`src/hdl/laplacian_stencil_3d_7pt_top_macros.svh`:
```
// laplacian_stencil_3d_7pt_top_macros.svh: assertion helpers for the stencil top level
// no dependencies; included by the top level only
`ifndef LAPLACIAN_STENCIL_3D_7PT_TOP_MACROS_SVH
`define LAPLACIAN_STENCIL_3D_7PT_TOP_MACROS_SVH

// same-cycle implication, checked on every rising edge outside reset
`define LAP3D_ASSERT_IMPL(label, clk, rst_n, ante, cons) \
    label: assert property (@(posedge clk) disable iff (!rst_n) (ante) |-> (cons)) \
        else $error("stencil check failed");

// next-cycle implication, checked on every rising edge outside reset
`define LAP3D_ASSERT_NEXT(label, clk, rst_n, ante, cons) \
    label: assert property (@(posedge clk) disable iff (!rst_n) (ante) |=> (cons)) \
        else $error("stencil check failed");

`endif

```
`src/hdl/lap3d_pkg.sv`:
```
// lap3d_pkg: shared types and constants of the seven-point 3d stencil
// no dependencies; imported by every module of the block
package lap3d_pkg;

    // result width, signed q11.16
    localparam int OUT_BITS = 27;

    // result queue depth, power of two
    localparam int OQ_DEPTH = 4;

    // configuration register indexes (byte address 4*index)
    typedef enum logic [1:0] {
        REG_SIZE_X = 2'd0,
        REG_SIZE_Y = 2'd1,
        REG_SIZE_Z = 2'd2
    } t_reg_idx;

    // position flags of the sample being accepted
    typedef struct packed {
        logic interior;
        logic last;
        logic col_odd;
        logic plane_odd;
    } t_pos_ctl;

    // one result beat
    typedef struct packed {
        logic signed [OUT_BITS-1:0] laplacian;
        logic                       last;
    } t_result;

endpackage

```
`src/hdl/lap3d_alu.sv`:
```
// lap3d_alu: two-stage stencil sum with saturation to q11.16
// depends on lap3d_pkg
module lap3d_alu #(
    parameter int SAMPLE_BITS = 24
) (
    input  logic                          i_clk,
    input  logic                          i_rst_n,
    input  logic                          i_en,
    input  lap3d_pkg::t_pos_ctl           i_ctl,
    input  logic signed [SAMPLE_BITS-1:0] i_sample,
    input  logic signed [SAMPLE_BITS-1:0] i_centre,
    input  logic signed [SAMPLE_BITS-1:0] i_prev,
    input  logic signed [SAMPLE_BITS-1:0] i_up,
    input  logic signed [SAMPLE_BITS-1:0] i_down,
    input  logic signed [SAMPLE_BITS-1:0] i_left,
    input  logic signed [SAMPLE_BITS-1:0] i_right,
    output logic                          o_valid,
    output lap3d_pkg::t_result            o_result,
    output logic [1:0]                    o_pending
);
    import lap3d_pkg::*;

    localparam int SUMW = SAMPLE_BITS + 2;
    localparam int C6W  = SAMPLE_BITS + 3;
    localparam int ACW  = (SAMPLE_BITS + 4 > OUT_BITS + 1) ? SAMPLE_BITS + 4 : OUT_BITS + 1;
    localparam logic signed [ACW-1:0] SAT_HI =
        {{(ACW - OUT_BITS + 1){1'b0}}, {(OUT_BITS - 1){1'b1}}};
    localparam logic signed [ACW-1:0] SAT_LO =
        {{(ACW - OUT_BITS + 1){1'b1}}, {(OUT_BITS - 1){1'b0}}};

    logic                          r_v1, r_v2, r_last1, r_last2;
    logic signed [SAMPLE_BITS-1:0] r_s1;
    logic signed [SUMW-1:0]        r_sum_a, r_sum_b, n_sum_a, n_sum_b;
    logic signed [C6W-1:0]         r_c6, n_c6;
    logic signed [ACW-1:0]         acc, sat;

    always_ff @(posedge i_clk) begin
        if (!i_rst_n) begin
            r_v1 <= 1'b0;
            r_v2 <= 1'b0;
        end else begin
            r_v1 <= i_en && i_ctl.interior;
            r_v2 <= r_v1;
        end
    end

    always_ff @(posedge i_clk) begin
        if (i_en) begin
            r_s1    <= i_sample;
            r_last1 <= i_ctl.last;
        end
    end

    // stage one: two partial sums of three and the scaled centre
    always_comb begin
        n_sum_a = SUMW'(i_prev) + SUMW'(r_s1) + SUMW'(i_up);
        n_sum_b = SUMW'(i_down) + SUMW'(i_left) + SUMW'(i_right);
        n_c6    = (C6W'(i_centre) <<< 2) + (C6W'(i_centre) <<< 1);
    end

    always_ff @(posedge i_clk) begin
        r_sum_a <= n_sum_a;
        r_sum_b <= n_sum_b;
        r_c6    <= n_c6;
        r_last2 <= r_last1;
    end

    // stage two: final add and clamp
    always_comb begin
        acc = ACW'(r_sum_a) + ACW'(r_sum_b) - ACW'(r_c6);
        if (acc > SAT_HI) begin
            sat = SAT_HI;
        end else if (acc < SAT_LO) begin
            sat = SAT_LO;
        end else begin
            sat = acc;
        end
    end

    always_comb begin
        o_result.laplacian = sat[OUT_BITS-1:0];
        o_result.last      = r_last2;
    end

    assign o_valid   = r_v2;
    assign o_pending = {1'b0, r_v1} + {1'b0, r_v2};

endmodule

```
`config.mk`:
```
export PLATFORM = sky130hd
export DESIGN_NAME = lap3d_alu
export DESIGN_NICKNAME = d
export VERILOG_FILES = /design/src/hdl/laplacian_stencil_3d_7pt_top_macros.svh /design/src/hdl/lap3d_pkg.sv /design/src/hdl/lap3d_alu.sv
export SDC_FILE = /design/constraint.sdc
export NUM_CORES = 1
export LEC_CHECK = 0
export ABC_AREA = 1
export BUFFER_PORTS_ARGS = -buffer_cell sky130_fd_sc_hd__clkbuf_2
export CAP_MARGIN = 20
export CORE_MARGIN = 2
export CORE_UTILIZATION = 40
export DETAILED_ROUTE_END_ITERATION = 7
export HOLD_SLACK_MARGIN = 0.12
export SYNTH_ARGS = -nofsm -noshare
export SYNTH_HDL_FRONTEND = slang
export SYNTH_SLANG_ARGS = --single-unit
export TNS_END_PERCENT = 5
```
`constraint.sdc`:
```
create_clock -name i_clk -period 6.3 [get_ports i_clk]
set_input_delay 0.63 -clock i_clk [delete_from_list [all_inputs] [get_ports i_clk]]
set_output_delay 0.63 -clock i_clk [all_outputs]
set_load 0.1 [all_outputs]
```
**Yosys cells after proc, flatten, opt, wreduce, memory -nomap -nowiden**

Cells that the tools add are included.

- Magnitude comparators: 2
- Reductions and logical operators: 1
- Add/sub/neg operators: 8
- Muxes and demuxes: 2

Operator list:

| operator | count |
|---|---|
| $mux 27 | 2 |
| $add 25x24->26 | 2 |
| $add 24x24->25 | 2 |
| $gt 28x27->1 const B | 1 |
| $lt 28x27->1 const B | 1 |
| $sub 27x27->28 | 1 |
| $add 26x25->27 | 1 |
| $add 26x26->27 | 1 |
| $add 1x1->2 | 1 |
| $logic_and 1x1->1 | 1 |

- Word-level logic and storage cells: 21
- Input port bits: 175
- Output and inout bits: 31
- Register bits: 107

**Longest topological paths before layout**

- Depth in word-level cells: 5
- Mapped depth: 18
- Gate-level depth less buffers: 18

**Worst setup path after synthesis**

Ideal clock, no wire load.

- Path kind: register to output
- From: register r_sum_a[17]
- To: output port o_result[2] (netlist bit)
- Cell stages (with the launch flop): 15
- Data required time: 5.670 ns
- Data arrival time: 3.590 ns
- Slack: 2.080 ns
- Buffers on the path: 0
- Cell sequence: dfxtp_1 -> inv_1 -> fa_1 -> inv_1 -> ha_1 -> nand2_2 -> inv_1 -> nand2_1 -> and2_1 -> nand2_1 -> a21oi_2 -> nand3b_2 -> nand2_4 -> nand2_4 -> a21oi_1

RTL lines:

| what | line | RTL |
|---|---|---|
| start, declared | lap3d_alu.sv:33 | `logic signed [SUMW-1:0] r_sum_a, r_sum_b, n_sum_a, n_sum_b;` |
| start signal, assigned | lap3d_alu.sv:62 | `r_sum_a <= n_sum_a;` |
| end, declared | lap3d_alu.sv:18 | `output lap3d_pkg::t_result o_result,` |

==> summary.txt <==
Placement
  • Estimated wirelength of the detail-placed design: roughly 23000 um
  • Final weighted congestion in routability-driven placement: roughly 0.93
  • Count of buffers from port buffering: just over 200

Layout
  • Combined flip-flop and latch cell area: approximately 2400 um^2
  • Final #Nets: approximately 1900
  • Multi-input gate area: a little under 7000 um^2
  • Share of post-route cells with drive strength above 1: 0.165
  • Filler Cell Count: 2575
  • Share of the core filled with cells: 0.473
  • Synth-to-layout area growth: 16.4%
  • Diode count: 0

Clocking
  • Clock latency on the worst-skew pair: roughly 0.36 ns
  • Cts repair resizes: 0
  • CTS tree: built
  • CTS max path bufs: 2
  • Number of buffers inserted by hold repair at cts: 0
  • Number of buffers created by CTS: 9
  • CTS clock-pin slew for the worst setup and hold paths: approximately 0.080 ns
  • Clock tree sinks: about 110
  • Buffer type at the clock tree root: clkbuf_16
  • Post-CTS Setup Inserts: 0
  • Number of H-tree levels: 3

STA
  • Min cycle time layout: slightly above 4 ns
  • Highest clock rate: between 0.2 and 0.25 GHz
  • Part of the cycle the worst path needs: 0.654
  • Final setup TNS: 0 ns
  • RSZ-0062 raised after global routing: no
  • Hold Violations, Final: 0
  • Rel. slew slack: 0.527
  • Pins over their slew limit: 0
  • Worst hold slack after final layout: roughly 0.35 ns
  • Clock Skew: around 0.016 ns
  • Final number of setup-violating endpoints: 0
  • Transition time of the tightest slew-check pin: between 0.7 and 0.8 ns

Worst setup path
  • Arrival time of the worst setup path: 3.49 ns
  • Critical setup path kind: reg2out
  • Kind of capture point of the worst setup path: output pin
  • Category of the worst setup path launch point: flip-flop
  • Largest fanout on the critical path: 25
  • Required time of the critical path: between 5 and 6 ns

Global route
  • Largest net degree at the start of global routing: 27
  • Vias in the first global route: 9126
  • GR Util All Layers: 0.205
  • Wire length of the first global-routing pass: 43500 um
  • Antenna violations before repair: 0
  • Global route overflow: 0

Routing
  • Total number of vias: 9046
  • Per-cell routed wire length: about 14 um
  • Count of unresolved DRC violations after routing: 0
  • Initial DRC count: 456
  • Detailed-router iteration count before antenna repair: 7
  • Post-DR vias/cell: about 4.8
  • Number of antenna-violating nets in the routed design: 0
  • Sum of routed wire length over all layers: roughly 26000 um

Synth
  • XOR/XNOR share of the synthesized area: 0.0693
  • Number of enable flip-flop cells after synthesis: 25
  • Post-synthesis cell type count: a little over 40
  • Synthesis warning total: 0
  • Fraction of registers with async set or reset after synthesis: 0
  • Synthesis-stage register bit count: between 100 and 150
  • Compound-gate portion of the synthesized area: 0.114
  • Most common flop cell mapped by yosys: dfxtp_1
  • Fraction of synthesized area in multiplexers: 0
  • Proportion of synthesized chip area in sequential cells: 0.232
  • Main combinational cell family by area after synthesis: adder cells
  • Net Count, Synth: approximately 1700
  • Basic-gate share of the synthesized area counting and, or, nand and nor cells: 0.224
  • Synth Area in Adders: 0.272
  • Instance count of the mapped netlist: ~1300
  • Post-synthesis instance area: around 10000 um^2
  • Mapped Avg Cell Area: 7.63 um^2

Run status
  • Run status: finished clean

Die
  • Die area: 26900 um^2
  • Area of the core: ~25000 um^2
  • Number of standard-cell rows in the floorplan: between 50 and 60
  • I/O pin count: 206
  • Die width: ~160 um
  • Die Ht: approximately 160 um
  • Starting Density: 0.406

Job
  • Reported max-cap violation count: 0

Hold path
  • Hold crit path type: reg2reg
[final timing paths]
path	from	to	slack (ns)	cells after the start
max reg2reg	r_s1[1]	r_sum_a[19]	3.35	9
min	r_last1	r_last2	0.35	0
max	r_sum_a[18]	o_result[11]	2.18	13
min reg2reg	r_last1	r_last2	0.35	0
[stage by stage]
stage | cell area [um^2] | std cells | worst slack (ns)
after detailed placement | 11600 | 1869 | 2.52
after floorplan | 10200 | 1341 | 2.08
after CTS | 11900 | 1885 | 2.12
after global placement | 11600 | 1869 | 2.56
final | 11900 | 1885 | 2.18
after global routing | 11900 | 1885 | 1.87
[area by class of cell]
type                            instances  share of cell area
Multi-Input combinational cell       1002               0.584
Timing Repair Buffer                  203              0.0853
Tap cell                              330              0.0347
Sequential cell                       106               0.199
Inverter                              228              0.0719
Clock buffer                            9              0.0189
Clock inverter                          7             0.00599
[worst max-delay path, cell delays in order (launching register included)]
cell and delay (ns):
dfxtp_1 0.31, inv_1 0.05, fa_1 0.57, inv_1 0.06
ha_1 0.37, a21oi_1 0.25, and2_1 0.18, nand2_1 0.09
a21oi_2 0.16, nand3b_2 0.15, nand3_4 0.30, nand2_1 0.10
nand2_1 0.08, clkbuf_2 0.45
[layer usage]
| metal | GRT usage | wire (um) | vias up |
|---|---|---|---|
| li1 | - | - | 4740 |
| met1 | 0.277 | 12600 | 4058 |
| met2 | 0.342 | 11700 | 213 |
| met3 | 0.0270 | 1080 | 35 |
| met4 | 0.0610 | 574 | 0 |
| met5 | 0 | 0 | - |
[registers in the layout, indices dropped and copies added, names as in the netlist]
register  cells
r_last2       1
r_sum_a      26
r_last1       1
r_sum_b      26
r_c6         26
r_v1          1
o_valid       1
r_s1         24
[synth_stat cells, drive strengths merged, types with 7 or more instances]
| master | count | area [um^2] |
|---|---|---|
| inv | 228 | 856 |
| fa | 77 | 1540 |
| o21bai | 12 | 90.1 |
| nand3 | 59 | 318 |
| xnor2 | 34 | 298 |
| o21ai | 53 | 269 |
| ha | 99 | 1240 |
| a21oi | 112 | 572 |
| dfxtp | 81 | 1620 |
| nor3 | 19 | 100 |
| edfxtp | 25 | 751 |
| nand2 | 326 | 1290 |
| nor4 | 7 | 43.8 |
| nor2 | 104 | 405 |
| a31oi | 10 | 62.6 |
| xor2 | 47 | 412 |
| nand4 | 14 | 87.6 |
[placed cells by master (no fill, tap or decap), types with 10 or more instances in the layout]
master / netlist / routed
inv_1: 226 / 226
nand2_1: 305 / 305
a21oi_1: 109 / 109
nor2_1: 102 / 102
a31oi_1: 10 / 10
o21ai_0: 48 / 48
edfxtp_1: 25 / 25
nand2_2: 19 / 19
o21bai_1: 12 / 12
xnor2_1: 34 / 34
dfxtp_1: 81 / 81
nor3_1: 18 / 18
nand4_1: 14 / 14
nand3_1: 56 / 56
xor2_1: 47 / 47
ha_1: 99 / 99
fa_1: 77 / 77
clkbuf_2: 0 / 203
[cells by family (layout without fill, tap and decap cells)]
logic type,Yosys count,count (layout)
AOI/OAI and AO/OA,209,209
xor gates and xnor gates,81,81
and+or+nand+nor,536,536
DFF,106,106
buffers and inverters,233,447
adders and majority gates,176,176
Power is not shown: default switching activity piles up to over one toggle a cycle in this logic, so the estimate is an artifact.
