### src/hdl/laplacian_stencil_3d_7pt_top_macros.svh
// laplacian_stencil_3d_7pt_top_macros.svh: assertion helpers for the stencil top level
// no dependencies; included by the top level only
`ifndef LAPLACIAN_STENCIL_3D_7PT_TOP_MACROS_SVH
`define LAPLACIAN_STENCIL_3D_7PT_TOP_MACROS_SVH

// same-cycle implication, checked on every rising edge outside reset
`define LAP3D_ASSERT_IMPL(label, clk, rst_n, ante, cons) \
    label: assert property (@(posedge clk) disable iff (!rst_n) (ante) |-> (cons)) \
        else $error("stencil check failed");

// next-cycle implication, checked on every rising edge outside reset
`define LAP3D_ASSERT_NEXT(label, clk, rst_n, ante, cons) \
    label: assert property (@(posedge clk) disable iff (!rst_n) (ante) |=> (cons)) \
        else $error("stencil check failed");

`endif

### src/hdl/lap3d_pkg.sv
// lap3d_pkg: shared types and constants of the seven-point 3d stencil
// no dependencies; imported by every module of the block
package lap3d_pkg;

    // result width, signed q11.16
    localparam int OUT_BITS = 27;

    // result queue depth, power of two
    localparam int OQ_DEPTH = 4;

    // configuration register indexes (byte address 4*index)
    typedef enum logic [1:0] {
        REG_SIZE_X = 2'd0,
        REG_SIZE_Y = 2'd1,
        REG_SIZE_Z = 2'd2
    } t_reg_idx;

    // position flags of the sample being accepted
    typedef struct packed {
        logic interior;
        logic last;
        logic col_odd;
        logic plane_odd;
    } t_pos_ctl;

    // one result beat
    typedef struct packed {
        logic signed [OUT_BITS-1:0] laplacian;
        logic                       last;
    } t_result;

endpackage

### src/hdl/lap3d_oq.sv
// lap3d_oq: small result queue between the datapath and the output channel
// depends on lap3d_pkg
module lap3d_oq (
    input  logic                                         i_clk,
    input  logic                                         i_rst_n,
    input  logic                                         i_wr,
    input  lap3d_pkg::t_result                           i_data,
    input  logic                                         i_stall,
    output logic                                         o_valid,
    output lap3d_pkg::t_result                           o_data,
    output logic [$clog2(lap3d_pkg::OQ_DEPTH + 1)-1:0]   o_count
);
    import lap3d_pkg::*;

    localparam int PTRW = $clog2(OQ_DEPTH);
    localparam int CNTW = $clog2(OQ_DEPTH + 1);

    t_result         r_q [OQ_DEPTH];
    logic [PTRW-1:0] r_wr_ptr, r_rd_ptr;
    logic [CNTW-1:0] r_count;
    logic            pop;

    assign o_valid = (r_count != '0);
    assign o_data  = r_q[r_rd_ptr];
    assign o_count = r_count;
    assign pop     = o_valid && !i_stall;

    always_ff @(posedge i_clk) begin
        if (i_wr) begin
            r_q[r_wr_ptr] <= i_data;
        end
    end

    always_ff @(posedge i_clk) begin
        if (!i_rst_n) begin
            r_wr_ptr <= '0;
            r_rd_ptr <= '0;
            r_count  <= '0;
        end else begin
            if (i_wr) begin
                r_wr_ptr <= r_wr_ptr + 1'b1;
            end
            if (pop) begin
                r_rd_ptr <= r_rd_ptr + 1'b1;
            end
            case ({i_wr, pop})
                2'b10:   r_count <= r_count + 1'b1;
                2'b01:   r_count <= r_count - 1'b1;
                default: r_count <= r_count;
            endcase
        end
    end

endmodule

### config.mk
export PLATFORM = sky130hd
export DESIGN_NAME = lap3d_oq
export DESIGN_NICKNAME = d
export VERILOG_FILES = /design/src/hdl/laplacian_stencil_3d_7pt_top_macros.svh /design/src/hdl/lap3d_pkg.sv /design/src/hdl/lap3d_oq.sv
export SDC_FILE = /design/constraint.sdc
export NUM_CORES = 1
export LEC_CHECK = 0
export BUFFER_PORTS_ARGS = -buffer_cell sky130_fd_sc_hd__buf_2
export CAP_MARGIN = 5
export CORE_MARGIN = 2
export CORE_UTILIZATION = 35
export CTS_CLUSTER_SIZE = 24
export DETAILED_ROUTE_END_ITERATION = 12
export SYNTH_ARGS = -nofsm -noshare
export SYNTH_HDL_FRONTEND = slang
export SYNTH_SLANG_ARGS = --single-unit
### constraint.sdc
create_clock -name i_clk -period 1.78 [get_ports i_clk]
set_clock_uncertainty 0.2 [all_clocks]
set_input_delay 0.356 -clock i_clk [delete_from_list [all_inputs] [get_ports i_clk]]
set_output_delay 0.356 -clock i_clk [all_outputs]
set_load 0.03 [all_outputs]
== Yosys cells after proc, flatten, opt, wreduce, memory -nomap -nowiden ==
Memories as Yosys holds them, arrays and structs flattened. A register that Yosys moved wholly into a read port is not among the register bits.
Index checks and enable logic that the tools add are counted.
Word-level totals
  flip-flop bits (word level): 7
  RAM bits: 112
  input bits: 32
  output and inout port bits: 32
  word-level logic and storage cells: 19
  memories kept: 1
Operators by class
  $add $sub $neg: 4
  equality and inequality tests: 2
  multiplexer cells: 5
  reduce and logical (&&, ||, !) cells: 4
Memory list
  r_q: words 4, bits a word 28, rd ports 1, clocked after memory_dff 1, write ports 1, line lap3d_oq.sv:18  | t_result r_q [OQ_DEPTH];
Operators by type and width (number)
  $pmux 3 s2: 1
  $add 2x1->2 const B: 2
  $mux 2: 2
  $add 3x1->3 const B: 1
  $reduce_bool 3->1: 1
  $sub 3x1->3 const B: 1
  $eq 2x1->1 const B: 1
  $eq 2x2->1 const B: 1
  $mux 1: 2
  $reduce_bool 2->1: 1
  $logic_and 1x1->1: 1
  $logic_not 1->1: 1

== Depth between registers and ports, before layout ==
Gate-level depths: netlist of the first run.
  depth after elaboration: 4
  depth in mapped cells: 8
  depth with buffers taken out: 8

== Worst setup path before layout of the first run ==
OpenSTA, ideal clock, no wires.
  path type: flip-flop to flip-flop
  start point: register r_count[0], in the netlist o_count[0]
  end point: register r_count[2], in the netlist o_count[2]
  library setup time: 76 ps
  arrival time: 1917 ps
  slack: -412 ps
  cell stages (with the launch flop): 9
  path buffers: 0
  period minus slack after synthesis: 2192 ps
  cell sequence: dfxtp_1 -> nor3_2 -> nor2_1 -> ha_1 -> inv_1 -> fa_1 -> xor2_1 -> or3_1 -> a21boi_0
Between the ends
  longest elaborated chain between the ends: 4
  elaborated cells on any way between the ends: 8
  those cells by class: add/sub (2); eq/ne (2); mux (1); reduce/logical (3)
RTL lines
  start: declaration: line lap3d_oq.sv:20  | logic [CNTW-1:0] r_count;
  start signal: assignment: line lap3d_oq.sv:47  | 2'b10: r_count <= r_count + 1'b1;
  start signal: assignment: line lap3d_oq.sv:48  | 2'b01: r_count <= r_count - 1'b1;
  start signal: assignment: line lap3d_oq.sv:49  | default: r_count <= r_count;
  $reduce_bool 3->1 (*): line lap3d_oq.sv:23  | assign o_valid = (r_count != '0);
  $logic_and 1x1->1 (*): line lap3d_oq.sv:26  | assign pop = o_valid && !i_stall;
  net pop: line lap3d_oq.sv:21  | logic pop;
  $eq 2x1->1 or $eq 2x2->1 (tied branches): line lap3d_oq.sv:46  | case ({i_wr, pop})
  $pmux 3 s2 or $reduce_bool 2->1 (tied branches)
Mark *: on every way through the listed nets, which the timed path passes. The rest lies on a longest branch.
A chain may end at the register's enable or synchronous reset.

==> results.yml, run 1 <==
status:
  status: "complete, but fails checks"
  violations: "negative setup slack"
timing:
  whs_ns: 0.08130
  slew_violations: 0
  timing.final.crit_share_pct: 124.2
  slew_headroom_pct: 82.63
  setup_viol: 30
  fmax_ghz: 0.4524
  rsz0062_at_grt: "true"
  period_needed_ns: 2.210
  timing.setup.tns_ns: -11.20
  setup_ws_ns: -0.4305
  hold_violations: 0
  tightest_slew_ns: 0.2601
route:
  vias: 2229
  remaining_drc_errors: 0
  wire_per_inst_um: 16.42
  drt_iter0_drc: 179
  wl_um: 8257
  via_per_inst: 4.431
  ant_nets: 0
  firstDrtPassIters: 4
synth:
  synth-edff-count: 112
  synth_seq_area_share_pct: 77.70
  synthFlopType: "edfxtp_1"
  synth_nets: 233
  syn_inst: 195
  synth_area_leaders: "edfxtp_1, mux4_2, mux4_1, dfxtp_1, ha_1"
  syn_area_per_cell_um2: 23.39
  yosysTopAreaCell: "edfxtp_1"
  synth_top_area_share_pct: 73.74
  syn_area_um2: 4561
  ys_ff_latch: 121
  yosysUniqueCellTypes: 23
  synth_warnings: 0
  yosysMostFrequentCell: "edfxtp_1"
  ys_top_cells_by_count: "edfxtp_1, mux4_2, dfxtp_1"
  async_flop_share_pct: 0
global_route:
  grt_first_pass_wirelength_um: 13330
  grt_antenna_before_repair: 0
  grt_max_degree: 29
  grt_remaining_overflow: 0
  grt_pass1_vias: 2500
  grt_usage_pct: 12.79
setup_path:
  critPathCaptureType: "output pin"
  path_cells: "buf_12, mux4_2, buf_6"
  crit_required_ns: 1.22
  crit_arrival_ns: 1.65
  path_class: "register to output pin"
  cpPeakStageDelay_ns: 0.54
  startpoint_type: "register"
  slowest_stage: "mux4_2"
  crit_fanout: 11
placed_design:
  io_buffer_count: 63
  dpl.hpwl_um: 4909
  placed_cells: 441
  placed_cell_area_um2: 5269
  gp_congestion: 0.6953
floorplan:
  start_util_pct: 35.99
  core-area_um2: 12670
  io_pins: 64
  fp-row-count: 41
  dieHeight_um: 118.2
  dieArea_um2: 13960
  fp.dieW_um: 118.2
clock_network:
  clock_path_buffers: 2
  clkLatencyLatePin_ns: 0.40
  root_buffer: "clkbuf_16"
  cts_tree: "yes"
  cts_num_sinks: 121
  htree_levels: 4
  cts.clk_slew.worst_paths_ns: 0.05
  cts_made_buffers: 17
pwr:
  seqPwrFrac_pct: 36.5
  p_comb_share_pct: 25.6
  power_frac_clock_pct: 37.9
  max-vdd-ir-drop_uv: 865.5
  intPower_mw: 6.972
  power.total_mw: 9.343
  switchingPower_mw: 2.372
  switching_share_pct: 25.38
  power.density_nw_per_um2: 1473
  p_leak_nw: 2.232
final_layout:
  nFillCells: 1058
  drive_above_1_share_pct: 44.41
  ff_latch_area_um2: 3558
  multi_input_area_um2: 910.9
  finalInstanceArea_um2: 6345
  insertedDiodeCount: 0
  syn_to_final_growth_pct: 39.12
  instances_no_fill: 503
  fin_nets: 356
flow_run:
  drv_cap: 0
hold_path:
  hp-class: "input pin to register"
power by group through the flow:
stage / combinational (mW) / clock [mW] / sequential (mW)
after floorplan: 1.31 / 0 / 3.49
after global placement: 1.93 / 0 / 3.44
after detailed placement: 1.94 / 0 / 3.45
after CTS: 2.33 / 3.62 / 3.40
after global routing: 2.54 / 3.73 / 3.42
final: 2.39 / 3.55 / 3.41
sequential cells by signal, indices dropped and copies added (netlist names), named ones only:
name,flops
r_q,112
o_count,3
r_rd_ptr,2
r_wr_ptr,2
metrics by stage:
step,utilization [%],worst slack [ns]
final,50.07,-0.4305
after floorplan,-,-0.1647
after detailed placement,41.58,-0.1903
after global placement,41.58,-0.1545
after global routing,50.07,-0.4836
after CTS,49.88,-0.4867
placed cells by master (no fill, tap or decap), drive strengths merged, types with 5 or more instances in the layout:
cell         Yosys  final
edfxtp         112    112
buf              6     82
mux4            28     28
dlygate4sd3      0     28
clkbuf           0     20
dfxtp            9      9
inv              7      7
clkinv           0      7
and2             7      7
bufinv           0      5
ha               5      5
cell type report:
class	count	share of cell area, %
clock buffer	20	6.882
clock inverter	12	2.820
inverter	7	0.4141
multi-input combinational	61	14.36
sequential	121	56.08
tap	172	3.392
timing repair buffer	110	16.05
timing repair:
item / CTS / global route
gates cloned: 0 / 0
setup buffers: 1 / 1
hold endpoints to repair: 112 / 0
resized for setup: 58 / 14
hold buffers: 28 / 0
pin swaps: 2 / 1
setup endpoints to repair: 30 / 31
critical path, delay by kind of cell (launching register included):
| family | cells | cell delay [ns] |
|---|---|---|
| mux | 1 | 0.54 |
| flops | 1 | 0.39 |
| buf+inv | 2 | 0.33 |
worst paths after layout:
path | start | end | slack [ns] | depth (start not counted)
worst min-delay path | i_rst_n | o_count[2] | 0.08 | 2
worst max-delay path | register | o_data[10] | -0.43 | 3
worst max register to register | o_count[2] | o_count[2] | -0.12 | 8
worst min register to register | r_rd_ptr[1] | r_rd_ptr[1] | 0.28 | 2
layer usage:
metal	track usage, %	up-vias	wire (um)
met5	0	-	0
li1	-	1049	-
met1	15.77	1111	3575
met2	20.70	56	4167
met4	5.196	0	119
met3	4.344	13	394
kinds of logic (layout without fill, tap and decap cells):
kind of cell,Yosys count,after routing,synth area share [%]
mux,30,30,14.92
compound gates,6,6,0.8229
flops,121,121,77.70
xor+xnor,3,3,0.5762
fa+ha+maj,6,6,1.811
simple gates,16,16,2.140
buf+inv,13,149,2.030
Note: power is estimated with default switching activity, not from simulation.
==> inputs of run 2 (changes only) <==
--- a/config.mk
+++ b/config.mk
@@ -7,10 +7,11 @@
 export LEC_CHECK = 0
 export BUFFER_PORTS_ARGS = -buffer_cell sky130_fd_sc_hd__buf_2
 export CAP_MARGIN = 5
-export CORE_MARGIN = 2
 export CORE_UTILIZATION = 35
 export CTS_CLUSTER_SIZE = 24
 export DETAILED_ROUTE_END_ITERATION = 12
+export HOLD_SLACK_MARGIN = 0.03
+export SETUP_SLACK_MARGIN = 0.3
 export SYNTH_ARGS = -nofsm -noshare
 export SYNTH_HDL_FRONTEND = slang
 export SYNTH_SLANG_ARGS = --single-unit
==> results.yml, run 2 (synthesis results as in run 1) <==
status:
  status: "complete, but fails checks"
  violations: "negative setup slack"
setup_path:
  cpPeakStageDelay_ns: 0.56
  critical-path-top-delay-family: "multiplexers"
  crit_cells: 3
  crit_required_ns: 1.22
  rr_worst_depth: 8
  critPathCaptureType: "output pin"
  crit_fanout: 15
  crit_arrival_ns: 1.68
  slowest_stage: "mux4_2"
  path_class: "register to output pin"
  path_cells: "buf_12, mux4_2, buf_6"
  startpoint_type: "register"
  critPathBufInv: 2
timing:
  timing.final.crit_share_pct: 125.3
  fmax_ghz: 0.4482
  slew_headroom_pct: 82.27
  slew_violations: 0
  tightest_slew_ns: 0.2654
  whs_ns: 0.06721
  period_needed_ns: 2.231
  rsz0062_at_grt: "true"
  setup_viol: 31
  timing.setup.tns_ns: -11.78
  setup_ws_ns: -0.4511
  hold_violations: 0
global_route:
  grt_remaining_overflow: 0
  grt_antenna_before_repair: 0
  grt_max_degree: 29
  grt_first_pass_wirelength_um: 12730
  grt_usage_pct: 13.58
  grt_pass1_vias: 2433
final_layout:
  drive_above_1_share_pct: 48.37
  final_common_cell: "edfxtp_1"
  insertedDiodeCount: 0
  instances_no_fill: 509
  post-route-util_pct: 50.82
  largest_reg_flops: 112
  final_cell_mix: "edfxtp_1, buf_6, buf_2"
  nFillCells: 1052
  regMostFlops: "r_q"
  syn_to_final_growth_pct: 41.21
  fin_nets: 362
floorplan:
  io_pins: 64
  core-area_um2: 12670
  fp.dieW_um: 116.2
  dieHeight_um: 116.2
  fp-row-count: 41
  dieArea_um2: 13490
  start_util_pct: 35.99
hold_path:
  hp-class: "input pin to register"
  min_path_cells: 2
route:
  via_per_inst: 4.519
  remaining_drc_errors: 0
  vias: 2300
  wl_um: 8279
  drt_iter0_drc: 141
  firstDrtPassIters: 4
  wire_per_inst_um: 16.27
  ant_nets: 0
clock_network:
  cts_tree: "yes"
  root_buffer: "clkbuf_16"
  htree_levels: 4
  cts.clk_slew.worst_paths_ns: 0.05
  cts_num_sinks: 121
  cts_made_buffers: 17
  clock_path_buffers: 2
  clkLatencyLatePin_ns: 0.40
placed_design:
  io_buffer_count: 63
  gp_congestion: 0.6316
  dpl.hpwl_um: 4920
  placed_cells: 442
flow_run:
  drv_cap: 0
pwr:
  p_leak_nw: 2.252
  max-vdd-ir-drop_uv: 1019
  power.density_nw_per_um2: 1414
[run 2: worst register-to-register path, stage by stage, from the launching register on]
cell	delay, ns
dfxtp_4	0.36
nor3_4	0.05
nor2_2	0.14
ha_4	0.16
inv_2	0.03
fa_2	0.33
xor2_1	0.15
or3_1	0.31
a21boi_1	0.12
[run 2: metal layers]
layer  track usage [%]  wire length (um)
met4             7.436               146
met5                 0                 0
met2             21.31              4085
met1             17.09              3744
met3             3.892               302
[run 2: area by class of cell]
type	count	area, um^2	share of cell area, %
well taps	172	215.2	3.342
flip-flops and latches	121	3561	55.29
clock buffers	18	429.2	6.664
inverters	7	26.28	0.4080
repair buffers	116	1140	17.70
clock inverters	14	132.6	2.059
multi-input cells	61	935.9	14.53
[run 2: path summary, 6_finish.rpt]
path                                  start    endpoint  slack [ns]
worst max-delay path               register  o_data[25]       -0.45
worst min-delay path                i_rst_n  o_count[2]        0.07
worst max register to register   o_count[2]  o_count[2]       -0.14
worst min register to register  r_rd_ptr[1]    register        0.28
[run 2: power breakdown]
part           internal, mW  switching, mW
combinational          1.28           1.21
clock                  2.03           1.18
sequential             3.32         0.0853
total                  6.63           2.48
[run 2: what timing repair did]
action                                  in CTS  in global routing
endpoints found under the hold margin      112                  0
buffers inserted                             5                  0
hold buffers                                28                  0
cloned                                       0                  2
gates resized for setup                     73                  6
endpoints found under the setup margin     107                 85
pin swaps                                    2                  1
[run 2: through the flow]
step | setup WS (ns) | area, um^2 | power (mW)
finish | -0.4511 | 6440 | 9.108
global route | -0.5099 | 6440 | 9.486
CTS | -0.4796 | 6389 | 9.167
detailed placement | -0.2436 | 5278 | 5.421
global placement | -0.1855 | 5278 | 5.402
floorplan | -0.1647 | 4568 | 4.833
