`src/hdl/laplacian_stencil_3d_7pt_top_macros.svh`:
```
// laplacian_stencil_3d_7pt_top_macros.svh: assertion helpers for the stencil top level
// no dependencies; included by the top level only
`ifndef LAPLACIAN_STENCIL_3D_7PT_TOP_MACROS_SVH
`define LAPLACIAN_STENCIL_3D_7PT_TOP_MACROS_SVH

// same-cycle implication, checked on every rising edge outside reset
`define LAP3D_ASSERT_IMPL(label, clk, rst_n, ante, cons) \
    label: assert property (@(posedge clk) disable iff (!rst_n) (ante) |-> (cons)) \
        else $error("stencil check failed");

// next-cycle implication, checked on every rising edge outside reset
`define LAP3D_ASSERT_NEXT(label, clk, rst_n, ante, cons) \
    label: assert property (@(posedge clk) disable iff (!rst_n) (ante) |=> (cons)) \
        else $error("stencil check failed");

`endif

```
`src/hdl/lap3d_pkg.sv`:
```
// lap3d_pkg: shared types and constants of the seven-point 3d stencil
// no dependencies; imported by every module of the block
package lap3d_pkg;

    // result width, signed q11.16
    localparam int OUT_BITS = 27;

    // result queue depth, power of two
    localparam int OQ_DEPTH = 4;

    // configuration register indexes (byte address 4*index)
    typedef enum logic [1:0] {
        REG_SIZE_X = 2'd0,
        REG_SIZE_Y = 2'd1,
        REG_SIZE_Z = 2'd2
    } t_reg_idx;

    // position flags of the sample being accepted
    typedef struct packed {
        logic interior;
        logic last;
        logic col_odd;
        logic plane_odd;
    } t_pos_ctl;

    // one result beat
    typedef struct packed {
        logic signed [OUT_BITS-1:0] laplacian;
        logic                       last;
    } t_result;

endpackage

```
`src/hdl/lap3d_pos.sv`:
```
// lap3d_pos: position counters, size clamping and plane store addressing
// depends on lap3d_pkg
module lap3d_pos #(
    parameter int MAX_X = 128,
    parameter int MAX_Y = 128,
    parameter int MAX_Z = 128,
    parameter int ZW    = 65,
    parameter int AW    = 14
) (
    input  logic                i_clk,
    input  logic                i_rst_n,
    input  logic                i_adv,
    input  logic                i_volume_start,
    input  logic [7:0]          i_size_x,
    input  logic [7:0]          i_size_y,
    input  logic [7:0]          i_size_z,
    output logic [AW-1:0]       o_addr_a_mid,
    output logic [AW-1:0]       o_addr_a_up,
    output logic [AW-1:0]       o_addr_b_mid,
    output logic [AW-1:0]       o_addr_b_dn,
    output lap3d_pkg::t_pos_ctl o_ctl
);
    import lap3d_pkg::*;

    localparam int PW  = $clog2(MAX_X);
    localparam int RW  = $clog2(MAX_Y);
    localparam int CW  = $clog2(MAX_Z);
    localparam int SXW = $clog2(MAX_X + 1) + 1;
    localparam int SYW = $clog2(MAX_Y + 1) + 1;
    localparam int SZW = $clog2(MAX_Z + 1) + 1;
    localparam int KW  = $clog2(ZW);

    logic [PW-1:0]  r_plane, n_plane;
    logic [RW-1:0]  r_row, n_row;
    logic [CW-1:0]  r_col, n_col;

    logic [SXW-1:0] sx, pe;
    logic [SYW-1:0] sy, re;
    logic [SZW-1:0] sz, ce;
    logic [PW-1:0]  p;
    logic [RW-1:0]  r, row_up, row_dn;
    logic [CW-1:0]  c;
    logic [KW-1:0]  ka, kb;
    logic           interior;

    // effective sizes: below 3 acts as 3, above the maximum as the maximum
    always_comb begin
        if (i_size_x < 8'd3) begin
            sx = SXW'(3);
        end else if (32'(i_size_x) > MAX_X) begin
            sx = SXW'(MAX_X);
        end else begin
            sx = SXW'(i_size_x);
        end
        if (i_size_y < 8'd3) begin
            sy = SYW'(3);
        end else if (32'(i_size_y) > MAX_Y) begin
            sy = SYW'(MAX_Y);
        end else begin
            sy = SYW'(i_size_y);
        end
        if (i_size_z < 8'd3) begin
            sz = SZW'(3);
        end else if (32'(i_size_z) > MAX_Z) begin
            sz = SZW'(MAX_Z);
        end else begin
            sz = SZW'(i_size_z);
        end
    end

    // position of this sample, volume start forces the origin
    always_comb begin
        p  = i_volume_start ? '0 : r_plane;
        r  = i_volume_start ? '0 : r_row;
        c  = i_volume_start ? '0 : r_col;
        pe = SXW'(p);
        re = SYW'(r);
        ce = SZW'(c);
    end

    assign interior = (pe >= SXW'(2)) && (pe + SXW'(1) <= sx) &&
                      (re >= SYW'(1)) && (re + SYW'(2) <= sy) &&
                      (ce >= SZW'(1)) && (ce + SZW'(2) <= sz);

    always_comb begin
        o_ctl.interior  = interior;
        o_ctl.last      = (pe + SXW'(1) == sx) && (re + SYW'(2) == sy) &&
                          (ce + SZW'(2) == sz);
        o_ctl.col_odd   = c[0];
        o_ctl.plane_odd = p[0];
    end

    // raster advance with wrap on the current sizes
    always_comb begin
        n_plane = p;
        n_row   = r;
        n_col   = c;
        if (ce + SZW'(1) >= sz) begin
            n_col = '0;
            if (re + SYW'(1) >= sy) begin
                n_row = '0;
                if (pe + SXW'(1) >= sx) begin
                    n_plane = '0;
                end else begin
                    n_plane = PW'(pe + SXW'(1));
                end
            end else begin
                n_row = RW'(re + SYW'(1));
            end
        end else begin
            n_col = CW'(ce + SZW'(1));
        end
    end

    always_ff @(posedge i_clk) begin
        if (!i_rst_n) begin
            r_plane <= '0;
            r_row   <= '0;
            r_col   <= '0;
        end else if (i_adv) begin
            r_plane <= n_plane;
            r_row   <= n_row;
            r_col   <= n_col;
        end
    end

    // bank a pairs columns (2k, 2k+1), bank b pairs (2k-1, 2k)
    always_comb begin
        row_up = interior ? RW'(r - 1'b1) : r;
        row_dn = interior ? RW'(r + 1'b1) : r;
        ka     = KW'(c >> 1);
        kb     = KW'((SZW'(c) + SZW'(1)) >> 1);
        o_addr_a_mid = AW'(32'(r) * ZW + 32'(ka));
        o_addr_a_up  = AW'(32'(row_up) * ZW + 32'(ka));
        o_addr_b_mid = AW'(32'(r) * ZW + 32'(kb));
        o_addr_b_dn  = AW'(32'(row_dn) * ZW + 32'(kb));
    end

endmodule

```
`config.mk`:
```
export PLATFORM = sky130hd
export DESIGN_NAME = lap3d_pos
export DESIGN_NICKNAME = d
export VERILOG_FILES = /design/src/hdl/laplacian_stencil_3d_7pt_top_macros.svh /design/src/hdl/lap3d_pkg.sv /design/src/hdl/lap3d_pos.sv
export SDC_FILE = /design/constraint.sdc
export NUM_CORES = 1
export LEC_CHECK = 0
export BUFFER_PORTS_ARGS = -buffer_cell sky130_fd_sc_hd__buf_2
export CAP_MARGIN = 20
export CORE_MARGIN = 1.5
export CORE_UTILIZATION = 40
export DETAILED_ROUTE_END_ITERATION = 6
export MAX_ROUTING_LAYER = met4
export PLACE_DENSITY = 0.67
export RECOVER_POWER = 100
export SYNTH_ARGS = -nofsm -noshare
export SYNTH_HDL_FRONTEND = slang
export SYNTH_SLANG_ARGS = --single-unit
```
`constraint.sdc`:
```
create_clock -name i_clk -period 14.6 [get_ports i_clk]
set_clock_uncertainty 0.05 [all_clocks]
set_input_delay 1.46 -clock i_clk [delete_from_list [all_inputs] [get_ports i_clk]]
set_output_delay 1.46 -clock i_clk [all_outputs]
set_load 0.01 [all_outputs]
```
After elaboration in Yosys (flattened, before gate mapping)

Cells that the tools add are included.
Widths: inputs -> output; s select.

Register bits: 21
Bits of input ports: 28
Output and inout port bits: 60
Word-level logic and storage cells: 59

Add/subtract/negate cells: 11
Multiply operators: 3
Order comparisons: 15
Equality and inequality tests: 3
Muxes and demuxes: 17
Reduce and logical (&&, ||, !) cells: 7

Operators by type and width:

| cell                 | count |
|---|---|
| $mux 7               | 11 |
| $mul 7x7->14 const B | 3 |
| $mux 8               | 5 |
| $add 14x6->14        | 2 |
| $add 14x7->14        | 2 |
| $ge 9x9->1           | 3 |
| $le 9x9->1           | 3 |
| $add 7x1->8 const B  | 3 |
| $gt 8x8->1 const B   | 3 |
| $lt 8x2->1 const B   | 3 |
| $eq 8x9->1           | 2 |
| $add 7x2->8 const B  | 2 |
| $ge 7x1->1 const B   | 2 |
| $eq 9x9->1           | 1 |
| $mux 9               | 1 |
| $add 7x1->7 const B  | 1 |
| $ge 7x2->1 const B   | 1 |
| $logic_and 1x1->1    | 7 |
| $sub 7x1->7 const B  | 1 |

Logic depth before layout (Yosys ltp)

Gate-level depths: netlist of the first run.

Depth after elaboration: 12
Depth in mapped cells: 32
Depth with buffers taken out: 28

Least setup slack after synthesis of the first run

Ideal clock, no wire load.

Path kind: input -> output
Start: in i_volume_start
End: out o_addr_b_dn[12]
Arrival time: 7.174 ns
Data required time: 13.090 ns
Path slack: 5.916 ns
Cell stages on the path: 30
Path buffers: 5
Cells stage by stage: buf_2 clkbuf_1 clkbuf_1 clkbuf_1 nand2b_1 inv_1 ha_1 and3_1 and3_1 ha_1 and3_1 a211oi_1 a41oi_1 a211oi_2 nand2_4 inv_2 buf_6 and3_4 xor2_2 ha_1 ha_1 ha_1 nor2b_1 o21ai_0 a21boi_0 o21ai_0 nand2b_1 and2_1 o221ai_1 xnor2_1

Longest elaborated chain between the ends: 11
Elaborated cells on any way between the ends: 22
Those cells by class: add/sub (6); mul (1); order compare (6); mux (4); reduce/logical (5)

Ends and longest elaborated chain:

| item                           | RTL line         | source |
|---|---|---|
| from (decl)                    | lap3d_pos.sv:13  | `input logic i_volume_start,` |
| $mux 7                         | lap3d_pos.sv:73  | `p = i_volume_start ? '0 : r_plane;` |
| $add 7x1->8                    | -                |  |
| $le 9x9->1                     | lap3d_pos.sv:81  | `assign interior = (pe >= SXW'(2)) && (pe + SXW'(1) <= sx) &&` |
| $logic_and 1x1->1 (2 in a row) | lap3d_pos.sv:81  |  |
| $logic_and 1x1->1 (2 in a row) | lap3d_pos.sv:82  | `(re >= SYW'(1)) && (re + SYW'(2) <= sy) &&` |
| $logic_and 1x1->1 (*)          | lap3d_pos.sv:83  | `(ce >= SZW'(1)) && (ce + SZW'(2) <= sz);` |
| net interior                   | lap3d_pos.sv:44  | `logic interior;` |
| $mux 7 (*)                     | lap3d_pos.sv:130 | `row_dn = interior ? RW'(r + 1'b1) : r;` |
| $mul 7x7->14 (*)               | lap3d_pos.sv:136 | `o_addr_b_dn = AW'(32'(row_dn) * ZW + 32'(kb));` |
| $add 14x7->14 (*)              | lap3d_pos.sv:136 |  |
| to (decl)                      | lap3d_pos.sv:20  | `output logic [AW-1:0] o_addr_b_dn,` |

Mark *: on every way through the listed nets, which the timed path passes. The rest lies on a longest branch.

Worst setup path in the final report of the first run

Start: in i_volume_start
End: out o_addr_b_dn[12]

Longest elaborated chain between the ends: 11
Elaborated cells on any way between the ends: 22
Those cells by class: add/sub (6); mul (1); order compare (6); mux (4); reduce/logical (5)

Ends and longest elaborated chain:

| item                           | RTL line |
|---|---|
| $mux 7                         | lap3d_pos.sv:73 |
| $add 7x1->8                    | - |
| $le 9x9->1                     | lap3d_pos.sv:81 |
| $logic_and 1x1->1 (2 in a row) | lap3d_pos.sv:81 |
| $logic_and 1x1->1 (2 in a row) | lap3d_pos.sv:82 |
| $logic_and 1x1->1              | lap3d_pos.sv:83 |
| $mux 7                         | lap3d_pos.sv:130 |
| $mul 7x7->14                   | lap3d_pos.sv:136 |
| $add 14x7->14 (*)              | lap3d_pos.sv:136 |

Mark *: on every way between the ends. The rest lies on a longest branch, timed or not.

==> results of run 1 <==
-- power groups by stage --
stage	clock network [W]	registers, W	logic [W]
2_1_floorplan	0	0.0000594	0.0000224
3_3_place_gp	0	0.0000595	0.0000325
3_5_place_dp	0	0.0000595	0.0000336
4_1_cts	0.0000573	0.0000583	0.0000338
5_1_grt	0.0000600	0.0000583	0.0000376
6_report	0.0000566	0.0000583	0.0000335
-- worst max-delay path by stage --
stage,from,end,slack (ns),cells after the start
2_1_floorplan,i_volume_start,o_addr_b_dn[12],5.92,30
3_3_place_gp,i_volume_start,o_addr_b_dn[12],5.58,25
3_5_place_dp,i_volume_start,o_addr_a_up[12],5.43,26
4_1_cts,i_volume_start,o_addr_a_up[12],5.41,26
5_1_grt,i_volume_start,o_addr_b_dn[10],3.78,27
6_report,i_volume_start,o_addr_b_dn[12],4.40,27
-- synth_stat cells (all sizes together), types with 6 or more instances --
cell type | number | share of area
a22oi | 6 | 0.0093
a21oi | 24 | 0.027
nand2 | 56 | 0.045
a21boi | 10 | 0.016
o21ai | 30 | 0.032
clkbuf | 12 | 0.0093
xnor2 | 49 | 0.092
nand4 | 8 | 0.010
and2 | 6 | 0.0078
inv | 38 | 0.030
xor2 | 24 | 0.047
a211oi | 8 | 0.013
nor2b | 21 | 0.027
nor2 | 39 | 0.030
ha | 112 | 0.29
and3 | 14 | 0.019
nand2b | 21 | 0.027
o21a | 13 | 0.020
nor3 | 8 | 0.0093
nand3 | 22 | 0.023
dfxtp | 21 | 0.087
a21o | 11 | 0.017
-- final cells by class --
cell class | count | area [sq um]
timing repair buffer | 90 | 394
inverter | 39 | 146
fill | 1192 | 6240
sequential | 21 | 420
clock buffer | 4 | 78.8
multi-input combinational | 535 | 4150
tap | 143 | 179
-- logic make-up (layout without fill, tap and decap cells) --
logic type | count (synthesis) | in the layout | synth area share
AO/OA/AOI/OAI | 130 | 130 | 0.185
XOR/XNOR | 73 | 73 | 0.139
adder cells (fa/ha/maj) | 117 | 117 | 0.311
buffers and inverters | 56 | 133 | 0.0471
flip-flops | 21 | 21 | 0.0870
AND/OR/NAND/NOR | 215 | 215 | 0.232
-- routing by layer --
metal	routed length (microns)	GRT usage	up-vias
met5	0	-	-
met2	6480	0.373	144
li1	-	-	2332
met3	552	0.00911	8
met1	6330	0.271	2203
met4	85	0.0308	0
-- placed cells by master, fill, tap and decap left out, drive strengths merged, types with 6 or more instances in the layout --
| master | synthesis | final |
|---|---|---|
| a211oi | 8 | 8 |
| nand3 | 22 | 22 |
| xor2 | 24 | 24 |
| nor3 | 8 | 8 |
| nand2 | 56 | 56 |
| clkbuf | 12 | 55 |
| a21oi | 24 | 24 |
| a21o | 11 | 11 |
| nand4 | 8 | 8 |
| nand2b | 21 | 21 |
| nor2b | 21 | 21 |
| inv | 38 | 38 |
| ha | 112 | 112 |
| nor2 | 39 | 39 |
| o21ai | 30 | 30 |
| a21boi | 10 | 10 |
| xnor2 | 49 | 49 |
| dfxtp | 21 | 21 |
| buf | 5 | 39 |
| and2 | 6 | 6 |
| a22oi | 6 | 6 |
| o21a | 13 | 13 |
| and3 | 14 | 14 |
-- flip-flops by register name, indices dropped and copies added (netlist names) --
| signal | count |
|---|---|
| r_row | 7 |
| r_plane | 7 |
| r_col | 7 |
-- metrics by stage --
step | util | std cells | hold WS (ns) | setup slack (ns) | instance area [sq um]
after global routing | 0.463 | 832 | 0.461 | 3.78 | 5370
after global placement | 0.464 | 828 | 0.413 | 5.58 | 5390
final | 0.463 | 832 | 0.428 | 4.40 | 5370
after floorplan | - | 612 | 0.399 | 5.92 | 4830
after CTS | 0.471 | 832 | 0.435 | 5.41 | 5470
after detailed placement | 0.464 | 828 | 0.428 | 5.43 | 5390
-- critical path, cell delays in order --
cell and delay [ns]:
clkbuf_1 1.04, nand2b_1 0.43, inv_1 0.17, ha_1 0.29
and3_1 0.22, and3_1 0.20, ha_1 0.32, and3_1 0.18
a211oi_1 0.22, a41oi_1 0.08, a211oi_1 0.77, nand2_4 0.16
inv_1 0.30, and3_1 0.22, xor2_1 0.24, ha_1 0.28
ha_1 0.28, ha_1 0.34, nor2b_1 0.14, o21ai_0 0.22
a21boi_0 0.16, o21ai_0 0.17, nand2b_1 0.10, and2_1 0.18
o221ai_1 0.21, xnor2_1 0.15, clkbuf_1 0.17
==> results.txt, run 1 <==
The normalized max-slew margin came out at 0.0198. The average vias per placed instance came out at 5.63. Of the total power, the share spent switching nets is 0.268.

The share of post-route cells with drive strength above 1 is 0.0740. In this run the worst hold path is classified as reg -> reg. The number of different library cells used by synthesis comes to 62. The hold violation total from the final report came out at 0.

The final global-route overflow total came out at 0. The share of total power dissipated in the clock network is 0.381. The cell count after synthesis came out at 612. The share of the cycle needed by the critical path after routing is 0.699. CTS built an H-tree with a depth of 1.

The endpoint kind of the worst setup timing path is an output port. The achievable clock frequency came out at 98.0 MHz. Counting flops with a built-in enable in the synthesized netlist gives 0. The number of rows in the core area came out at 39. The count of cells along the worst hold path is 2. The number of max-slew violations in the final report came to 0.

Counting cells, the worst reg-to-reg path comes to 12. After synthesis, the share of flip-flops with an asynchronous set or reset is 0. The CTS tree is built. The register-to-register setup slack came out at 10.50 ns. The region available for standard cell placement spans 11600 sq um. The startpoint identified for the worst register-to-register timing path is r_row[1].

The clock transition time at the flip-flop clock pins of the worst setup and hold paths is 0.05 ns. The clock reaches the later pin of the worst-skew pair after 0.25 ns. In this run the critical register-to-register path is captured at r_row[1]. The initial antenna violation count came to 0. The number of global-route vias before repair is 4502. The total internal power came out at 0.000109 W. For this design the ratio of total power to cell area is 27.6 nW/um^2. The worst hold path terminates at r_plane[0]. The I/O pin total came out at 88. The height of the chip is 113 microns. The count of unresolved DRC violations after routing came out at 0. The area of the mapped netlist came out at 4830 sq um. The worst setup path is of the in -> out kind. The worst setup path is launched from a primary input.

The final setup violation count came out at 0. For the pin with the worst max-slew slack, the measured transition is 1.47 ns. The synthesized area per cell is 7.90 sq um. The number of buffers added by the clock tree synthesis step is 3. The net switching power is 0.0000398 W.

The register share of total power came out at 0.393. The count of antenna diodes in the layout is 0. The aggregate negative setup slack is 0 ns. Summed over all cells, the static leakage comes to 2.71 nW. Synthesis produced a netlist with a net count of 757. The average wire per cell in the routed design came out at 16.2 microns.

Yosys printed 0 warnings. The die covers 12700 sq um. Max-cap violations in this run came to 0. The total design power came out at 0.000148 W. The data required time at the worst endpoint came out at 13.09 ns. The combinational share of power is 0.226. Setup repair after global routing left no endpoint under its margin.

The number of detailed-routing iterations run before antenna repair is 6. For this run, the register share of the synthesized area comes to 0.0870. Along the worst path, the maximum fanout reaches 38.

The post-layout net count is 835. The largest net degree at the start of global routing is 39. Compared with the post-synthesis result, the final layout area differs by 11.2%.

The run finished with clean final reports. The weighted congestion reported at the end of routability-driven placement came out at 0.985. The number of vias after detailed routing came out at 4687.

The die is 113 microns wide. The post-CTS setup repair buffer count came out at 0. In this run the clock root is driven by a clkbuf_16. The startpoint identified for the worst hold timing path is r_plane[0].

The number of buffers on the longest clock path is 2. The worst path needs 10.20 ns of the cycle, external delays included. The wire length of the first global-routing pass is 21.5 mm. The arrival time at the worst endpoint is 8.69 ns.

In this run, post-CTS repair resized a total of 0 instances. The quantity of I/O buffers inserted on ports came out at 87. The estimated wirelength of the detail-placed design came out at 11.3 mm. The commonest register cell after synthesis is dfxtp_1. The total wirelength of the detailed-routed design came out at 13.5 mm. Across every metal layer, demand over resource in global routing totals 0.210. The CTS sink count came out at 21. The number of DRC violations after detailed-routing iteration 0 came out at 225. Buffers inserted to repair hold after CTS numbered 0. In this run, synthesis produced a sequential element count of 21. The starting density of the core is 0.416. The peak ir drop on the vdd network is 0.0341 mV. The remaining antenna violation count after routing came out at 0.
(Power assumes the default switching activity.)
==> run 2: changes to the inputs <==
- ABC_AREA: default -> 1
- PLACE_DENSITY: 0.67 -> 0.69
- clock period: 14.6 -> 8.3 ns (I/O delays scaled with it)
==> run 2 against run 1 <==
  * Power rose by 130%
  * Highest routed layer unchanged
  * Final area rose by 4.1%
  * Clock power rose by 82%
  * Hold slack got worse by 0.013 ns
==> results.txt, run 2 <==
The run finished with clean final reports. The normalized max-slew margin is 0.516 (+0.497). Leaving out fill and tap cells, the most frequent cell in the layout is nand2_1. The register bit total from synthesis is 21 (unchanged). The endpoint kind of the worst setup timing path is an output port. The slew at the pin with the worst max-slew slack came out at 0.720 ns (-0.750 ns). The Yosys warning count is 0 (unchanged). The total wirelength of the detailed-routed design was 13.2 mm (-1.6%).

The final global-route overflow total is 0 (unchanged). The arrival time at the worst endpoint is 6.68 ns (-2.01 ns). The number of global-route vias before repair came out at 4570 (+1.5%).

The sum of met2 wire segment lengths after detailed routing is 5.96 mm (-8.0%). The post-CTS setup repair buffer count came out at 0 (unchanged). The synthesized area per cell is 6.74 sq um (-15%).

The number of resized instances in the post-cts repair step is 0 (unchanged). The critical path in this run is classified as in -> out. The CTS sink count came out at 21 (unchanged). The hold violation total from the final report is 0 (unchanged).

The synthesized design spends more area on one cell type than any other, namely ha_1. The fill cell instance count of the final layout came out at 1304 (+9.4%). The sort of element at the start of the critical path is a primary input. The average vias per placed instance is 5.05 (-10%).

The hold-fix buffer count after cts is 0 (unchanged). The number of vias after detailed routing is 5014 (+7.0%). The static leakage is 3.22 nW (+19%).

The share of Yosys cell area claimed by the top area cell type is 0.279 (-0.0106). The remaining antenna violation count after routing came out at 0 (unchanged). The number of DRC violations after detailed-routing iteration 0 is 252 (+12%). The average wire per cell in the routed design came to 13.3 microns (-18%). The number of detailed-routing iterations run before antenna repair came out at 5 (-1). The number of buffers on the longest clock path is 2 (unchanged). Setup repair after global routing left no endpoint under its margin. The height of the chip is 115 microns (+1.8%). The most instantiated library cell after synthesis is nand2_1.

The final setup violation count came out at 0 (unchanged). The total power per unit cell area is 60.3 nW/um^2 (+120%). The floorplan die width was 115 microns (+1.8%). The path class of the tightest hold or removal check is reg -> reg. The instance count of the mapped netlist is 744 (+22%). The share of the cycle needed by the critical path after routing is 0.911. The weighted congestion reported at the end of routability-driven placement is 1.01 (+2.3%). The area of the mapped netlist is 5010 sq um (+3.8%).

The net count after synthesis is 889 (+17%). The number of violations of the max-capacitance limit came to 0 (unchanged). The I/O pin total is 88 (unchanged). The starting density of the core came out at 0.414 (-0.00202). The largest fanout on the critical path is 19 (-50%).

The quantity of I/O buffers inserted on ports is 87 (unchanged). The tree is rooted in a clkbuf_16. Leaving out fill and tap cells, the most frequent cells in the layout are nand2_1, ha_1, inv_1. The full die area is 13200 sq um (+3.7%). The data required time at the worst endpoint came out at 7.42 ns (-5.67 ns). The number of H-tree branching levels is 1 (unchanged).

The largest net degree at the start of global routing is 23 (-41%). The minimum period implied by the final worst setup slack is 7.56 ns. The length of routed met3 wiring is 729 microns (+32%).

The count of unresolved DRC violations after routing was 0 (unchanged). The wire length of the first global-routing pass is 21.5 mm (+0.35%). The peak ir drop on the vdd network came out at 0.0619 mV (+81%).

The clock latency of the later-clocked register in the worst-skew pair came out at 0.25 ns (about the same). The layout-stage area growth over the synthesis result came out at 11.5%. The number of buffers added by the clock tree synthesis step is 3 (unchanged).

The number of distinct library cells after synthesis came out at 45 (-27%). For this run, the top clock speed supported by timing is 132 MHz. The global-route total usage across every layer came out at 0.207 (-0.00254). The total design power came out at 0.000337 W (+130%). Yosys attributes the largest share of cell area to ha_1, nand2_1, xor2_1, dfxtp_1, inv_1. The count of antenna diodes in the layout came out at 0 (unchanged). In the synthesized netlist the dominant register cell turns out to be dfxtp_1.

TritonCTS built the clock tree. The commonest cells after synthesis are nand2_1, ha_1, inv_1, nor2_1, a21oi_1. The share of post-route cells with drive strength above 1 is 0.0873 (+0.0133). The number of max-slew violations in the final report came out at 0 (unchanged). The initial antenna violation count is 0 (unchanged). The largest registers in the layout are r_col x7, r_plane x7, r_row x7.

The met1 wire length is 6.28 mm (-0.88%). The core box area came out at 12100 sq um (+4.3%). The estimated wirelength of the detail-placed design came to 11.2 mm (-0.42%). The post-layout net count is 971 (+16%). The aggregate negative setup slack came out at 0 ns (unchanged). The top routing layer in use is met4.

The async set or reset register ratio after synthesis is 0 (unchanged). The number of enable flip-flop cells after synthesis is 0 (unchanged). The sequential element share of the synthesized area is 0.0838 (-0.00317). The number of rows in the core area came out at 40 (+2.6%). The clock transition time at the flip-flop clock pins of the worst setup and hold paths came out at 0.06 ns (about the same).
-- run 2: changes by cell type in the layout (fill, tap and decap cells not counted), sizes merged, moves of 28 or more --
cell | previous run | this run
xor2 | 24 | 52
nor2 | 39 | 68
inv | 38 | 107
xnor2 | 49 | 10
nand2 | 56 | 164
a21oi | 24 | 53
-- run 2: report_power, final --
part           internal, W  switching (W)
clock network    0.0000655      0.0000376
registers         0.000104     0.00000311
logic            0.0000436      0.0000832
-- run 2: metrics by stage --
stage | util | area (sq um) | hold WS (ns) | setup slack [ns] | std cells
floorplan | - | 5010 | 0.395 | 1.85 | 744
global placement | 0.462 | 5590 | 0.404 | 0.969 | 989
detailed placement | 0.462 | 5590 | 0.411 | 0.821 | 989
CTS | 0.468 | 5670 | 0.420 | 0.822 | 993
global route | 0.462 | 5590 | 0.444 | 0.240 | 993
finish | 0.462 | 5590 | 0.416 | 0.740 | 993
-- run 2: critical path, cell delays in order --
cell	delay, ns
buf_2	0.20
inv_6	0.18
nand2_1	0.22
inv_1	0.34
ha_1	0.20
inv_1	0.09
nor4_1	0.39
ha_1	0.31
nand2_1	0.10
inv_1	0.05
a21oi_1	0.18
nand3_1	0.11
nand2_1	0.08
nand4_2	0.40
o21ai_2	0.44
inv_1	0.08
ha_1	0.30
ha_1	0.30
inv_1	0.06
fa_1	0.46
o21ai_0	0.33
a21oi_1	0.10
o21ai_0	0.28
a21oi_1	0.15
nor2_1	0.15
xor2_1	0.15
clkbuf_1	0.16
-- run 2: worst paths after layout --
path / start / endpoint / slack (ns) / cells after the start
hold reg to reg: r_plane[5] / r_plane[5] / 0.42 / 2
setup / recovery: i_volume_start / o_addr_b_dn[10] / 0.74 / 27
hold / removal: r_plane[5] / r_plane[5] / 0.42 / 2
setup reg to reg: r_col[1] / r_plane[1] / 4.06 / 14
-- run 2: cells by family (layout without fill, tap and decap cells) --
group / count (synthesis) / count (layout) / synth area share
flops: 21 / 21 / 0.0838
xor+xnor: 62 / 62 / 0.110
compound gates: 123 / 123 / 0.143
simple gates: 299 / 299 / 0.265
fa+ha+maj: 117 / 117 / 0.299
buf+inv: 122 / 203 / 0.0988
-- run 2: layout make-up --
cell class / instances / area, sq um / share of cell area
inverter: 112 / 428 / 0.0765
timing repair buffer: 87 / 370 / 0.0662
tap: 168 / 210 / 0.0376
clock buffer: 4 / 78.8 / 0.0141
sequential: 21 / 420 / 0.0752
multi-input combinational: 601 / 4080 / 0.730
-- run 2: routing by layer --
| metal | vias up | GRT usage |
|---|---|---|
| met4 | 0 | 0.0576 |
| met1 | 2212 | 0.271 |
| met2 | 155 | 0.347 |
| met5 | - | - |
| met3 | 21 | 0.0121 |
| li1 | 2626 | - |
==> run 3: changes to the inputs <==
- CORE_ASPECT_RATIO: default -> 0.8
==> run 3 against run 2 <==
  * Global-route usage rose by 0.85 points
  * Critical path depth rose by 1
  * Routed wire length increased by 3.0%
  * Power grew 0.26%
  * Critical path type unchanged
==> results.txt, run 3 (synthesized netlist as in run 2, its figures left out) <==
The post-CTS setup repair buffer count is 0 (unchanged). The arrival time at the worst endpoint is 6.70 ns (+0.02 ns). The achievable clock frequency is 132 MHz (-0.24%). The number of global-route vias before repair was 4462 (-2.4%). The global-route total usage across every layer is 0.216 (+0.00854).

The hold violation total from the final report is 0 (unchanged). The number of violations of the max-capacitance limit is 0 (unchanged). The aggregate negative setup slack came out at 0 ns (unchanged). The final global-route overflow total came to 0 (unchanged). Leaving out fill and tap cells, the most frequent cell in the layout is nand2_1.

The library cells used most frequently in the layout, excluding fill and tap cells, are nand2_1, ha_1, inv_1. The largest registers in the layout are r_col x7, r_plane x7, r_row x7. The total power per unit cell area came out at 60.3 nW/um^2 (about the same). The peak ir drop on the vdd network is 0.0985 mV (+59%). The post-layout net count is 972 (+0.10%). The share of the cycle needed by the critical path after routing is 0.913 (+0.00223). The number of vias after detailed routing is 5057 (+0.86%). The number of buffers added by the clock tree synthesis step came out at 3 (unchanged). The floorplan die width is 128 microns (+11%).

The remaining antenna violation count after routing came to 0 (unchanged). The number of H-tree branching levels came to 1 (unchanged). The weighted congestion reported at the end of routability-driven placement is 0.956 (-5.1%). The clock latency of the later-clocked register in the worst-skew pair came out at 0.25 ns (about the same). The count of antenna diodes in the layout is 0 (unchanged). The critical path buffer and inverter count is 7 (-1). The number of standard cells in the layout, taps in and fillers out was 997 (+0.40%). The wire length of the first global-routing pass was 22.3 mm (+3.7%).

The final setup violation count is 0 (unchanged). The estimated wirelength of the detail-placed design is 11.5 mm (+2.3%). The critical path is of the in -> out type. The master cell of the clock root buffer is clkbuf_16. The clock transition time at the flip-flop clock pins of the worst setup and hold paths is 0.06 ns (about the same). The number of rows in the core area came out at 36 (-10%). The starting density of the core is 0.411 (-0.00323). The top cell family by delay on the critical path is simple AND/OR/NAND/NOR gates. The core box area came out at 12200 sq um (+0.79%). The static leakage came out at 3.23 nW (+0.19%). The number of resized instances in the post-cts repair step is 0 (unchanged).

STA classifies the critical path endpoint as an output port. The share of post-route cells with drive strength above 1 came to 0.0896 (+0.00232). The largest fanout on the critical path came out at 19 (unchanged). The number of DRC violations after detailed-routing iteration 0 was 305 (+21%).

The I/O pin total came to 88 (unchanged). The layout-stage area growth over the synthesis result came out at 11.9%. The delay of the slowest cell on the worst path is 0.46 ns (about the same). The number of detailed-routing iterations run before antenna repair is 5 (unchanged). The full die area came out at 13200 sq um (about the same). The minimum period implied by the final worst setup slack came out at 7.58 ns (+0.0185 ns). The hold-fix buffer count after cts came out at 0 (unchanged). The CTS tree is built. The number of cell instances on the worst register-to-register path is 14 (unchanged). The height of the chip came to 103 microns (-10%). STA classifies the critical path startpoint as a primary input.

The top routing layer in use is met4. On the critical path, the stage with the largest delay is an instance of fa_1. The quantity of I/O buffers inserted on ports is 87 (unchanged).

The number of max-slew violations in the final report was 0 (unchanged). The normalized max-slew margin is 0.403 (-0.113). The total wirelength of the detailed-routed design came out at 13.6 mm (+3.0%).

The sum of met2 wire segment lengths after detailed routing is 5.70 mm (-4.3%). The data required time at the worst endpoint is 7.42 ns (about the same). The length of routed met3 wiring is 793 microns (+8.8%).

The number of buffers on the longest clock path came out at 2 (unchanged). The count of cells along the worst hold path is 2 (unchanged). The CTS sink count came out at 21 (unchanged). The slew at the pin with the worst max-slew slack came out at 0.889 ns (+0.169 ns). The path class of the tightest hold or removal check is reg -> reg. The count of unresolved DRC violations after routing came out at 0 (unchanged). The average wire per cell in the routed design is 13.7 microns (+2.5%). The average vias per placed instance is 5.07 (+0.45%). The largest net degree at the start of global routing came out at 23 (unchanged). The number of instances in the placed design was 993 (+0.40%). The flow ran to the end, and the final reports show no timing, DRC or antenna violations. The met1 wire length is 7.04 mm (+12%). The initial antenna violation count came out at 0 (unchanged).

Setup repair after global routing left no endpoint under its margin. The number of cells on the critical path is 28 (+3.7%).
-- run 3: cell types whose count changed in the layout (fill, tap and decap cells not counted), sizes merged --
cell    previous run  this run
clkinv             5         6
-- run 3: layout make-up --
cell class	instances	area, sq um
flip-flops and latches	21	420
clock inverters	1	5.00
multi-input cells	601	4090
clock buffers	3	75.1
well taps	171	214
inverters	112	428
fillers	1310	6600
repair buffers	88	377
-- run 3: power breakdown --
| part | internal, W | switching, W | total, W |
|---|---|---|---|
| clock | 0.0000647 | 0.0000376 | 0.000102 |
| sequential | 0.000104 | 0.00000286 | 0.000107 |
| combinational | 0.0000436 | 0.0000853 | 0.000129 |
-- run 3: path summary, 6_finish.rpt --
check / start / to / slack (ns)
worst max-delay path: i_volume_start / o_addr_b_dn[10] / 0.72
worst min register to register: r_plane[0] / r_plane[0] / 0.42
worst max register to register: r_col[2] / r_plane[1] / 4.11
worst min-delay path: r_plane[0] / r_plane[0] / 0.42
-- run 3: through the flow --
stage | instance area [sq um] | util | hold WS, ns | power [W] | setup WS [ns]
after floorplan | 5010 | - | 0.395 | 0.000200 | 1.85
after global placement | 5600 | 0.459 | 0.405 | 0.000238 | 0.902
after detailed placement | 5600 | 0.459 | 0.406 | 0.000239 | 0.795
after CTS | 5680 | 0.466 | 0.416 | 0.000340 | 0.770
after global routing | 5610 | 0.460 | 0.433 | 0.000365 | 0.229
final | 5610 | 0.460 | 0.420 | 0.000338 | 0.722
-- run 3: worst register-to-register path, cell delays in order, from the launching register on --
cell	delay, ns
dfxtp_1	0.34
nand2_1	0.20
inv_1	0.19
ha_1	0.24
nand3_1	0.17
nor3_1	0.66
ha_1	0.39
and3_1	0.21
nand3b_1	0.08
nand4_1	0.58
nand2_1	0.38
inv_1	0.22
a21oi_1	0.16
o21ai_0	0.12
a21oi_1	0.14
-- run 3: layer usage --
metal,vias up,global-route usage
li1,2625,-
met1,2256,0.321
met2,168,0.329
met3,8,0.0109
met4,0,0.0294
met5,-,-
